<file path="src/design/sacl_pkg.sv">
// Shared constants and helpers for the set-associative cache lookup.
`default_nettype none

package sacl_pkg;

	// Address, age and hit/miss counters are all one 32-bit word.
	localparam int WORD_W = 32;
	localparam logic [WORD_W-1:0] WORD_MAX = 32'hFFFF_FFFF;

	// Widths of the reported way and set fields.
	localparam int WAY_OUT_W = 2;
	localparam int SET_OUT_W = 3;

	// Add one, hold at all ones.
	function automatic logic [WORD_W-1:0] sat_inc(input logic [WORD_W-1:0] v);
		return (v == WORD_MAX) ? v : v + 1'b1;
	endfunction

endpackage

`default_nettype wire

</file>
<file path="src/design/sacl_row_mem.sv">
// Set row storage: one write port, one read port with registered read data.
`default_nettype none

module sacl_row_mem #(
	parameter int DEPTH = 8,
	parameter int AW    = 3,
	parameter int DW    = 236
) (
	input  wire logic          clk,
	input  wire logic          we,
	input  wire logic [AW-1:0] waddr,
	input  wire logic [DW-1:0] wdata,
	input  wire logic          re,
	input  wire logic [AW-1:0] raddr,
	output logic      [DW-1:0] rdata
);

	logic [DW-1:0] mem_q [DEPTH];

	always_ff @(posedge clk) begin
		if (we) begin
			mem_q[waddr] <= wdata;
		end
		if (re) begin
			rdata <= mem_q[raddr];
		end
	end

endmodule

`default_nettype wire

</file>
<file path="src/design/sacl_way_select.sv">
// Tag compare, LRU victim search and row update for one set.
`default_nettype none

module sacl_way_select #(
	parameter int NUM_WAYS = 4,
	parameter int TAG_W    = 26,
	parameter int WAY_W    = 2
) (
	input  wire logic [TAG_W-1:0]                         tag,
	input  wire logic [NUM_WAYS-1:0]                      row_valid,
	input  wire logic [NUM_WAYS-1:0][sacl_pkg::WORD_W-1:0] row_age,
	input  wire logic [NUM_WAYS-1:0][TAG_W-1:0]           row_tag,
	output logic                                          hit,
	output logic      [WAY_W-1:0]                         way,
	output logic      [NUM_WAYS-1:0]                      new_valid,
	output logic      [NUM_WAYS-1:0][sacl_pkg::WORD_W-1:0] new_age,
	output logic      [NUM_WAYS-1:0][TAG_W-1:0]           new_tag
);

	// Victim search tree, padded to a power of two; heap layout, root at 0.
	localparam int LEAVES = 1 << $clog2(NUM_WAYS);
	localparam int NODES  = 2 * LEAVES - 1;

	logic [NUM_WAYS-1:0]         match;
	logic [WAY_W-1:0]            hit_way;
	logic [sacl_pkg::WORD_W-1:0] nd_age [NODES];
	logic [WAY_W-1:0]            nd_idx [NODES];

	always_comb begin
		for (int w = 0; w < NUM_WAYS; w++) begin
			match[w] = row_valid[w] && (row_tag[w] == tag);
		end
	end

	// Lowest-numbered matching way.
	always_comb begin
		hit_way = '0;
		for (int w = NUM_WAYS - 1; w >= 0; w--) begin
			if (match[w]) begin
				hit_way = WAY_W'(w);
			end
		end
	end

	// Oldest way; the lower index keeps ties. Padding leaves read as age zero
	// and so never beat a real way.
	for (genvar n = 0; n < NODES; n++) begin : g_node
		if (n >= LEAVES - 1) begin : g_leaf
			if (n - (LEAVES - 1) < NUM_WAYS) begin : g_real
				assign nd_age[n] = row_age[n - (LEAVES - 1)];
			end else begin : g_pad
				assign nd_age[n] = '0;
			end
			assign nd_idx[n] = WAY_W'(n - (LEAVES - 1));
		end else begin : g_inner
			assign nd_age[n] = (nd_age[2*n+2] > nd_age[2*n+1]) ? nd_age[2*n+2]
			                                                   : nd_age[2*n+1];
			assign nd_idx[n] = (nd_age[2*n+2] > nd_age[2*n+1]) ? nd_idx[2*n+2]
			                                                   : nd_idx[2*n+1];
		end
	end

	assign hit = |match;
	assign way = hit ? hit_way : nd_idx[0];

	// Age every way, zero the accessed one, refill the victim on a miss.
	always_comb begin
		for (int w = 0; w < NUM_WAYS; w++) begin
			if (WAY_W'(w) == way) begin
				new_age[w]   = '0;
				new_valid[w] = 1'b1;
				new_tag[w]   = hit ? row_tag[w] : tag;
			end else begin
				new_age[w]   = sacl_pkg::sat_inc(row_age[w]);
				new_valid[w] = row_valid[w];
				new_tag[w]   = row_tag[w];
			end
		end
	end

endmodule

`default_nettype wire

</file>
<file path="src/design/set_assoc_cache_lru_lookup.sv">
// Top level of the set-associative cache tag lookup with LRU replacement.
// Each beat on the input channel carries one 32-bit byte address. The address
// splits into a byte offset of floor(log2(LINE_BYTES)) bits, a set index of
// floor(log2(NUM_SETS)) bits and the remaining high bits as tag. A valid way
// of the set with the same tag is a hit; otherwise the way with the largest
// age (lowest index on ties) is refilled with the tag. Every access ages all
// ways of its set by one, saturating, and zeroes the accessed way. Each beat
// returns one result beat with hit, way, set index and the running hit and
// miss totals, which saturate at all ones. Throughput is one address per
// cycle while the output is not stalled; a result passes from the lookup
// stage into the output register when the lookup advances, and is held there
// while the output is stalled. The rate is set by the set row memory: each
// access reads its row through the registered read port at accept and writes
// it back through the write port when the lookup advances, with a bypass
// register covering a back-to-back access to the same set. After reset a
// clearing pass walks all 2**floor(log2(NUM_SETS)) rows of the row memory,
// one set per cycle; in_stall stays high until it ends.
`default_nettype none

module set_assoc_cache_lru_lookup #(
	parameter int NUM_SETS   = 8,
	parameter int NUM_WAYS   = 4,
	parameter int LINE_BYTES = 8
) (
	input  wire logic                              clk,
	input  wire logic                              arst_n,
	input  wire logic                              in_valid,
	output logic                                   in_stall,
	input  wire logic [sacl_pkg::WORD_W-1:0]       address,
	output logic                                   out_valid,
	input  wire logic                              out_stall,
	output logic                                   hit,
	output logic      [sacl_pkg::WAY_OUT_W-1:0]    way,
	output logic      [sacl_pkg::SET_OUT_W-1:0]    set_number,
	output logic      [sacl_pkg::WORD_W-1:0]       hit_count,
	output logic      [sacl_pkg::WORD_W-1:0]       miss_count
);

	localparam int OFF_BITS = $clog2(LINE_BYTES + 1) - 1;
	localparam int SET_BITS = $clog2(NUM_SETS + 1) - 1;
	localparam int NUM_ROWS = 1 << SET_BITS;
	localparam int ROW_AW   = (SET_BITS > 0) ? SET_BITS : 1;
	localparam int TAG_W    = sacl_pkg::WORD_W - OFF_BITS - SET_BITS;
	localparam int WAY_W    = (NUM_WAYS > 1) ? $clog2(NUM_WAYS) : 1;
	localparam int ROW_W    = NUM_WAYS * (1 + sacl_pkg::WORD_W + TAG_W);
	localparam logic [ROW_AW-1:0] SET_MASK = ROW_AW'((64'd1 << SET_BITS) - 64'd1);
	localparam logic [ROW_AW-1:0] LAST_ROW = ROW_AW'(NUM_ROWS - 1);

	// Address split for the incoming beat.
	logic [ROW_AW-1:0] in_set;
	logic [TAG_W-1:0]  in_tag;
	logic              in_accept;

	// Lookup stage.
	logic              s1_valid_q;
	logic [ROW_AW-1:0] set_s1;
	logic [TAG_W-1:0]  tag_s1;
	logic              s1_adv;

	// Row memory and bypass of the last row written.
	logic [ROW_W-1:0]  rd_row;
	logic [ROW_W-1:0]  row_sel;
	logic [ROW_AW-1:0] byp_set_q;
	logic [ROW_W-1:0]  byp_row_q;
	logic              mem_we;
	logic [ROW_AW-1:0] mem_waddr;
	logic [ROW_W-1:0]  mem_wdata;

	logic [NUM_WAYS-1:0]                      row_valid;
	logic [NUM_WAYS-1:0][sacl_pkg::WORD_W-1:0] row_age;
	logic [NUM_WAYS-1:0][TAG_W-1:0]           row_tag;
	logic [NUM_WAYS-1:0]                      new_valid;
	logic [NUM_WAYS-1:0][sacl_pkg::WORD_W-1:0] new_age;
	logic [NUM_WAYS-1:0][TAG_W-1:0]           new_tag;
	logic [ROW_W-1:0]                         new_row;
	logic                                     hit_w;
	logic [WAY_W-1:0]                         way_w;

	// Running totals.
	logic [sacl_pkg::WORD_W-1:0] hits_q;
	logic [sacl_pkg::WORD_W-1:0] misses_q;
	logic [sacl_pkg::WORD_W-1:0] hits_nxt;
	logic [sacl_pkg::WORD_W-1:0] misses_nxt;

	// Clearing pass after reset.
	logic              clr_busy_q;
	logic [ROW_AW-1:0] clr_idx_q;

	// Result stage.
	logic s2_valid_q;

	assign in_set = ROW_AW'(address >> OFF_BITS) & SET_MASK;
	assign in_tag = TAG_W'(address >> (OFF_BITS + SET_BITS));

	// Advance the lookup stage whenever the result register is free or drains;
	// hold the input while the stage is full and stuck or the clear is running.
	assign s1_adv    = s1_valid_q && (!s2_valid_q || !out_stall);
	assign in_stall  = clr_busy_q || (s1_valid_q && !s1_adv);
	assign in_accept = in_valid && !in_stall;

	sacl_row_mem #(
		.DEPTH (NUM_ROWS),
		.AW    (ROW_AW),
		.DW    (ROW_W)
	) u_row_mem (
		.clk   (clk),
		.we    (mem_we),
		.waddr (mem_waddr),
		.wdata (mem_wdata),
		.re    (in_accept),
		.raddr (in_set),
		.rdata (rd_row)
	);

	// The bypass always mirrors the memory contents of its set, so take it
	// whenever the sets agree: it covers the write that raced our read.
	assign row_sel = (byp_set_q == set_s1) ? byp_row_q : rd_row;
	assign {row_valid, row_age, row_tag} = row_sel;

	sacl_way_select #(
		.NUM_WAYS (NUM_WAYS),
		.TAG_W    (TAG_W),
		.WAY_W    (WAY_W)
	) u_way_select (
		.tag       (tag_s1),
		.row_valid (row_valid),
		.row_age   (row_age),
		.row_tag   (row_tag),
		.hit       (hit_w),
		.way       (way_w),
		.new_valid (new_valid),
		.new_age   (new_age),
		.new_tag   (new_tag)
	);

	assign new_row = {new_valid, new_age, new_tag};

	// Write back the updated row, or zero a row during the clearing pass.
	assign mem_we    = clr_busy_q || s1_adv;
	assign mem_waddr = clr_busy_q ? clr_idx_q : set_s1;
	assign mem_wdata = clr_busy_q ? '0 : new_row;

	assign hits_nxt   = hit_w ? sacl_pkg::sat_inc(hits_q) : hits_q;
	assign misses_nxt = hit_w ? misses_q : sacl_pkg::sat_inc(misses_q);

	// Control state.
	always_ff @(posedge clk or negedge arst_n) begin
		if (!arst_n) begin
			clr_busy_q <= 1'b1;
			clr_idx_q  <= '0;
			s1_valid_q <= 1'b0;
			s2_valid_q <= 1'b0;
			hits_q     <= '0;
			misses_q   <= '0;
		end else begin
			if (clr_busy_q) begin
				clr_idx_q <= clr_idx_q + 1'b1;
				if (clr_idx_q == LAST_ROW) begin
					clr_busy_q <= 1'b0;
				end
			end
			if (in_accept) begin
				s1_valid_q <= 1'b1;
			end else if (s1_adv) begin
				s1_valid_q <= 1'b0;
			end
			if (s1_adv) begin
				s2_valid_q <= 1'b1;
				hits_q     <= hits_nxt;
				misses_q   <= misses_nxt;
			end else if (!out_stall) begin
				s2_valid_q <= 1'b0;
			end
		end
	end

	// Payload registers.
	always_ff @(posedge clk) begin
		if (in_accept) begin
			set_s1 <= in_set;
			tag_s1 <= in_tag;
		end
		if (mem_we) begin
			byp_set_q <= mem_waddr;
			byp_row_q <= mem_wdata;
		end
		if (s1_adv) begin
			hit        <= hit_w;
			way        <= sacl_pkg::WAY_OUT_W'(way_w);
			set_number <= sacl_pkg::SET_OUT_W'(set_s1);
			hit_count  <= hits_nxt;
			miss_count <= misses_nxt;
		end
	end

	assign out_valid = s2_valid_q;

	// No address may enter while the row memory is being cleared.
	a_no_accept_in_clear: assert property (@(posedge clk) disable iff (!arst_n)
		clr_busy_q |-> !in_accept)
		else $error("address accepted during clearing pass");

	// A hit must point at a valid way holding the looked-up tag.
	a_hit_matches: assert property (@(posedge clk) disable iff (!arst_n)
		(s1_valid_q && hit_w) |-> (row_valid[way_w] && (row_tag[way_w] == tag_s1)))
		else $error("hit on a way without a matching valid tag");

	// The accessed way leaves the lookup valid, with its age zeroed.
	a_access_resets_age: assert property (@(posedge clk) disable iff (!arst_n)
		s1_adv |-> (new_valid[way_w] && (new_age[way_w] == '0)))
		else $error("accessed way not made youngest");

	// A hit below saturation advances the hit total by exactly one.
	a_hit_count_step: assert property (@(posedge clk) disable iff (!arst_n)
		(s1_adv && hit_w && (hits_q != sacl_pkg::WORD_MAX)) |=>
		(hits_q == $past(hits_q) + 1'b1))
		else $error("hit total did not advance on a hit");

	// A new result beat only ever follows a lookup that advanced.
	a_result_from_lookup: assert property (@(posedge clk) disable iff (!arst_n)
		$rose(s2_valid_q) |-> $past(s1_adv))
		else $error("result appeared without a lookup");

endmodule

`default_nettype wire

</file>
<file path="config.mk">
export PLATFORM = sky130hd
export DESIGN_NAME = set_assoc_cache_lru_lookup
export DESIGN_NICKNAME = d
export VERILOG_FILES = /design/src/design/sacl_pkg.sv /design/src/design/sacl_row_mem.sv /design/src/design/sacl_way_select.sv /design/src/design/set_assoc_cache_lru_lookup.sv
export SDC_FILE = /design/constraint.sdc
export NUM_CORES = 2
export LEC_CHECK = 0
export BUFFER_PORTS_ARGS = -buffer_cell sky130_fd_sc_hd__buf_2
export CELL_PAD_IN_SITES_DETAIL_PLACEMENT = 1
export CELL_PAD_IN_SITES_GLOBAL_PLACEMENT = 2
export CORE_ASPECT_RATIO = 1.5
export CORE_MARGIN = 10
export CORE_UTILIZATION = 45
export DETAILED_ROUTE_END_ITERATION = 8
export HOLD_SLACK_MARGIN = 0.1
export PLACE_DENSITY_LB_ADDON = 0.1
export SETUP_SLACK_MARGIN = 0.5
export SLEW_MARGIN = 5
export SYNTH_ARGS = -nofsm -noshare
export SYNTH_HDL_FRONTEND = slang
export SYNTH_SLANG_ARGS = --single-unit
</file>
<file path="constraint.sdc">
create_clock -name clk -period 20.5 [get_ports clk]
set_clock_uncertainty 0.1 [all_clocks]
set_input_delay 4.1 -clock clk [delete_from_list [all_inputs] [get_ports clk]]
set_output_delay 4.1 -clock clk [all_outputs]
set_load 0.005 [all_outputs]
</file>
# --- Word-level counts from Yosys, hierarchy flattened ---
# Memories as Yosys holds them, arrays and structs flattened. A register that Yosys moved wholly into a read port is not among the register bits.
# Cells that the tools add are included.
op_classes:
  eq_ne: 16
  reduce_logical: 17
  add_sub_neg: 7
  n_lt_le_gt_ge: 3
  muxes: 45
op_table:
  columns: ["cell", "count"]
  rows:
  - ["236-bit two-way mux", 2]
  - ["32-bit two-way mux", 14]
  - ["26-bit two-way mux", 8]
  - ["32-bit by 1-bit adder with 32-bit output (second input constant)", 6]
  - ["32-bit == test (second input constant)", 6]
  - ["26-bit == test", 4]
  - ["32-bit greater-than comparator", 3]
  - ["1-bit two-way mux", 14]
  - ["2-bit two-way mux", 6]
  - ["1-bit logical AND", 7]
  - ["2-bit == test (first input constant)", 2]
  - ["1-bit logical NOT", 4]
  - ["4-bit OR reduction", 1]
  - ["3-bit by 1-bit adder with 3-bit output (second input constant)", 1]
  - ["3-bit == test", 1]
  - ["3-bit == test (second input constant)", 1]
  - ["1-bit logical OR", 3]
  - ["3-bit two-way mux", 1]
  - ["1-bit by 2-bit == test with 1-bit output (first input constant)", 1]
  - ["2-bit logical NOT", 1]
  - ["2-bit by 1-bit inequality test with 1-bit output (second input constant)", 1]
  - ["2-bit nonzero test", 1]
totals:
  ram_bits: 1888
  register_bits: 408
  mem_count: 1
  elab_cells: 104
  output_inout_bits: 72
  in_bits: 36
memory_table:
  columns: ["name", "depth", "word_bits", "read_ports", "rd_ports_with_merged_regs", "write_ports", "line_no", "source"]
  rows:
  - ["u_row_mem.mem_q", 8, 236, 1, 1, 1, "sacl_row_mem.sv:18", "logic [DW-1:0] mem_q [DEPTH];"]

# --- Longest topological paths before layout ---
depth:
  word_depth: 12
  mapped_depth: 36
  depth_no_buf: 24

# --- Cells and area by module ---
# A second synthesis with hierarchy kept.
hier_totals:
  hier_cells: 5611
  hier_area_um2: 106199.4
by_module_without_submodules:
  columns: ["mod", "cells_per_inst", "area_each_um2", "n_inst", "seq_area_each_um2"]
  rows:
  - ["sacl_row_mem", 2977, 77764.6, 1, 63781.2]
  - ["set_assoc_cache_lru_lookup", 1370, 19200.9, 1, 11902.7]
  - ["sacl_way_select", 1264, 9233.9, 1, 0.0]

# --- Least setup slack after synthesis ---
# No wires, ideal clock.
synth_path:
  path_type: "input port to flip-flop"
  startpoint: "input port out_stall"
  endpoint: "memory u_row_mem.mem_q[7][0] (enable)"
  cell_stages: 6
  path_buffers: 1
  required_time_ns: 19.562
  slack_ns: -0.760
  setup_time_ns: 0.838
  arrival_ns: 20.322
  cell_sequence: "nand2_1 -> nand2_1 -> clkbuf_1 -> nand2_1 -> nand2_1 -> nor2_1"
synth_between:
  elab_chain_cells: 6
synth_rtl:
  columns: ["element", "line_no", "source"]
  rows:
  - ["from (decl)", "set_assoc_cache_lru_lookup.sv:31", "input wire logic out_stall,"]
  - ["1-bit logical NOT", null, null]
  - ["1-bit logical OR", "set_assoc_cache_lru_lookup.sv:97", "assign s1_adv = s1_valid_q && (!s2_valid_q || !out_stall);"]
  - ["1-bit logical AND", "set_assoc_cache_lru_lookup.sv:97", null]
  - ["1-bit logical OR", "set_assoc_cache_lru_lookup.sv:139", "assign mem_we = clr_busy_q || s1_adv;"]
  - ["named net mem_we", "set_assoc_cache_lru_lookup.sv:65", "logic mem_we;"]
  - ["1-bit two-way mux", "sacl_row_mem.sv:21", "if (we) begin"]
  - ["1-bit two-way mux (implied by the code)", "sacl_row_mem.sv:22", "mem_q[waddr] <= wdata;"]
  - ["to (decl)", "sacl_row_mem.sv:18", null]
# The timed path passes the listed nets, and every way through them passes these cells.

# --- Final worst setup path ---
layout_path:
  startpoint: "register set_s1[0]"
  endpoint: "memory u_row_mem.mem_q[7][36], data pin"
layout_between:
  elab_chain_cells: 12
  word_cells_on_any_way: 28
  cone_classes: "order compare: 3; eq/ne: 6; mux: 14; reduce/logical: 5"
layout_rtl:
  columns: ["element", "line_no", "source"]
  rows:
  - ["from (decl)", "set_assoc_cache_lru_lookup.sv:56", "logic [ROW_AW-1:0] set_s1;"]
  - ["from (signal assigned)", "set_assoc_cache_lru_lookup.sv:180", "set_s1 <= in_set;"]
  - ["3-bit == test (*)", "set_assoc_cache_lru_lookup.sv:117", "assign row_sel = (byp_set_q == set_s1) ? byp_row_q : rd_row;"]
  - ["236-bit two-way mux (*)", "set_assoc_cache_lru_lookup.sv:117", null]
  - ["parallel branches: the longest is 8 deep, another holds 32-bit greater-than comparator", null, null]
  - ["26-bit two-way mux (*)", "sacl_way_select.sv:69", "if (WAY_W'(w) == way) begin"]
  - ["236-bit two-way mux (*)", "set_assoc_cache_lru_lookup.sv:141", "assign mem_wdata = clr_busy_q ? '0 : new_row;"]
  - ["named net mem_wdata[36]", "set_assoc_cache_lru_lookup.sv:67", "logic [ROW_W-1:0] mem_wdata;"]
# Mark *: on every way through the listed nets, which the timed path passes.

==> impl_results.md <==
* Max VDD drop at 0.117 mV
* Crit path required time at 20,920 ps
* Post-Place Setup Slack at 8680 ps
* CP max FO at 49
* Startpoint Class: flop
* Clock slew at the register clock pins of the worst setup and hold paths at roughly 70 ps
* Worst reg2reg path startpoint: set_s1[0]
* Cell area after placement at roughly 110,000 um2
* Final critical-path share of the clock period at a little under three fifths
* Vias at roughly 57,000
* CP Launch Point: set_s1[0]
* Syn nets at 6,169
* Slew Limit Fails at 0
* Mean Syn Cell Area at 17.7 um2
* Worst-margin pin slew at roughly 1200 ps
* Final min period at between 10,000 and 15,000 ps
* Worst skew pair latency at 900 ps
* FF-to-FF path depth at 30
* Fmax at 85.7 MHz
* Initial DRT Pass Iterations at 5
* H-tree levels at 4
* Final layout net count at between 6,000 and 7,000
* Total core area at 237,000 um2
* Crit end category: flop
* Post-synth EDFFs at 2,462
* GRT Resource Usage Total at between 20% and 30%
* Flop and latch count out of synthesis at roughly 2,500
* Drt wl/cell at 30.8 um
* Most used cell, CP: buf_4
* Grt ovf at 0
* Commonest non-fill, non-tap cell in the layout: edfxtp_1
* Fraction of registers with async set/reset at 2.76%
* Antenna violations before repair at 2
* Worst relative slew slack at 20.9%
* Die Y at between 600 and 700 um
* CTS tree: yes
* Ys flop type: edfxtp_1
* Final WS setup at around 8800 ps
* Final setup fails at 0
* Fin area at approximately 120,000 um2
* Die ar. at around 260,000 um2
* GPL Wtd Cong at 0.826
* R2r setup slk at 8830 ps
* Worst R2R End: u_row_mem.mem_q[7][36]
* # rows at approximately 220
* CTS-repair resized insts at 0
* IO Count at ~110
* Synth unique cells at 90
* Clock root cell: clkbuf_16
* Hpwl dp at 175,000 um
* Initial Util at 45.1%
* Fin. Hold Viols at 0
* Syn Inst Count at 6,031
* Worst Setup Path Type: reg2reg
* Vias in the first global route at 62,200
* Most frequent cells in the layout: edfxtp_1 (2,462), mux4_2 (472), nand2_1 (345)
* CTS max path bufs at 4
* Area Growth Syn to Fin at 12.0%
* CTS Buf Count at 244
* Yosys warns at 0
* Worst Setup EP: u_row_mem.mem_q[7][36]
* Routed WL at 295,000 um
* Seq/Total Area, Yosys at 70.9%
* Buffers on Ports at 104
* Largest net degree at the start of global routing at 125
* Hold_buf cts at 0
* Lkg Pwr at between 40 and 50 nW
* Pwr dens at 117 nW/um2
* Starting DRC count in detailed routing at ~4,300
* Largest stage delay on the critical path at 1030 ps
* Slowest stage cell, crit path: a211oi_1
* Die Span X at 418 um
* Maximum capacitance violations at 0
* Post-Syn Area at approximately 110,000 um2
* Post-route ant nets at 0
* Outcome: complete, no violations
* Share of layout cells above drive strength 1 at 22.5%
* Clock sink count at between 2,000 and 3,000
* Via density at 5.95
* First-pass GRT wire length at roughly 430,000 um
* Hold/Removal Path Class: reg2reg
* RSZ-0062 raised after global routing: no
* Setup Buffers After CTS at 0
* Worst EP arrival at 12,100 ps
* Remaining DRCs at 0
## stage by stage
step	util [%]	cells	TNS (ps)	hold WS (ps)	power, mW
2_1_floorplan	-	6031	-1304960	361	8.48
3_3_place_gp	47.1	9101	0	397	9.36
3_5_place_dp	47.1	9101	0	406	9.47
4_1_cts	50.5	9550	0	417	14.1
5_1_grt	50.5	9551	0	429	14.5
6_report	50.5	9551	0	419	13.9
## final cells by class
type                            instances  area (um2)
Clock inverter                        164        1710
Sequential cell                      2532       75700
Clock buffer                          285        6420
Antenna cell                            1        2.50
Tap cell                             3094        3870
Fill cell                           21800      117000
Inverter                              114         432
Timing Repair Buffer                  278        1950
Multi-Input combinational cell       3083       29500
## per-layer routing
metal / routed length (um) / global-route usage (%) / part of all wire [%]
met1: 115000 / 27.3 / 39
met2: 158000 / 41.9 / 54
met3: 10800 / 2.40 / 3.7
met4: 10900 / 7.83 / 3.7
met5: 0 / 0 / 0
## flip-flops by register name, summed over array words and instances, names as in the netlist, 2 cells and up
| name | flops |
|---|---|
| u_row_mem.mem_q | 1888 |
| byp_row_q | 236 |
| u_row_mem.rdata | 236 |
| hit_count | 32 |
| hits_q | 32 |
| miss_count | 32 |
| misses_q | 32 |
| tag_s1 | 26 |
| byp_set_q | 3 |
| clr_idx_q | 3 |
| set_number | 3 |
| set_s1 | 3 |
| way | 2 |
## how the worst min path moves through the flow
stage / end / cells past startpoint / start
finish: misses_q[30] / 1 / misses_q[30]
global route: misses_q[30] / 1 / misses_q[30]
CTS: misses_q[30] / 1 / misses_q[30]
detailed placement: misses_q[30] / 1 / misses_q[30]
global placement: misses_q[16] / 1 / misses_q[16]
floorplan: clr_idx_q[0] / 1 / clr_idx_q[0]
## power breakdown
group	internal, mW	switching, mW
Sequential	6.76	0.172
Combinational	0.673	1.71
Clock	2.64	1.97
Total	10.1	3.86
## kinds of logic (layout without fill, tap and decap cells)
group	Yosys count	after routing	share of synthesized area (%)
other	0	1	0
DFF	2532	2532	70.9
muxes	999	999	15.2
adders and majority gates	102	102	1.20
AOI/OAI and AO/OA	401	401	2.63
and+or+nand+nor	1262	1262	5.84
xor gates and xnor gates	319	319	2.64
buffers and inverters	416	841	1.61
## worst max-delay path, delay by kind of cell, from the launching register on
kind	cells	cell delay, ps
XOR/XNOR	1	200
AO/OA/AOI/OAI	12	4220
multiplexers	2	740
buffers and inverters	9	3780
AND/OR/NAND/NOR	4	940
adder cells (fa/ha/maj)	2	590
flip-flops	1	570
## cells in the mapped netlist, drive strengths merged, types with 5 or more instances
cell type / number / area (um2)
edfxtp: 2462 / 73900
mux4: 472 / 10600
nand2: 346 / 1300
mux2i: 274 / 2750
mux2: 253 / 2850
nor2: 249 / 935
xnor2: 192 / 1700
clkbuf: 184 / 691
nand4: 128 / 801
xor2: 127 / 1110
nand3: 120 / 613
nor3: 119 / 601
buf: 118 / 599
inv: 113 / 424
ha: 102 / 1280
o21ai: 91 / 455
nor4: 79 / 500
dfrtp: 69 / 1730
nand2b: 58 / 363
and3: 57 / 362
a21oi: 56 / 280
a211oi: 53 / 403
a21o: 35 / 263
nor2b: 23 / 144
a31oi: 20 / 131
or2: 19 / 119
nor3b: 15 / 118
o311a: 15 / 150
o21a: 13 / 97.6
o22ai: 13 / 81.3
o2111ai: 12 / 105
o31ai: 12 / 90.1
or3: 11 / 68.8
a2111oi: 8 / 82.6
and4: 7 / 61.3
o2bb2ai: 7 / 61.3
or4: 7 / 56.3
a221oi: 6 / 52.6
a31o: 6 / 52.6
and2: 6 / 37.5
a41oi: 5 / 43.8
nand3b: 5 / 37.5
o221ai: 5 / 43.8
Power figures use the tool's default switching activity.
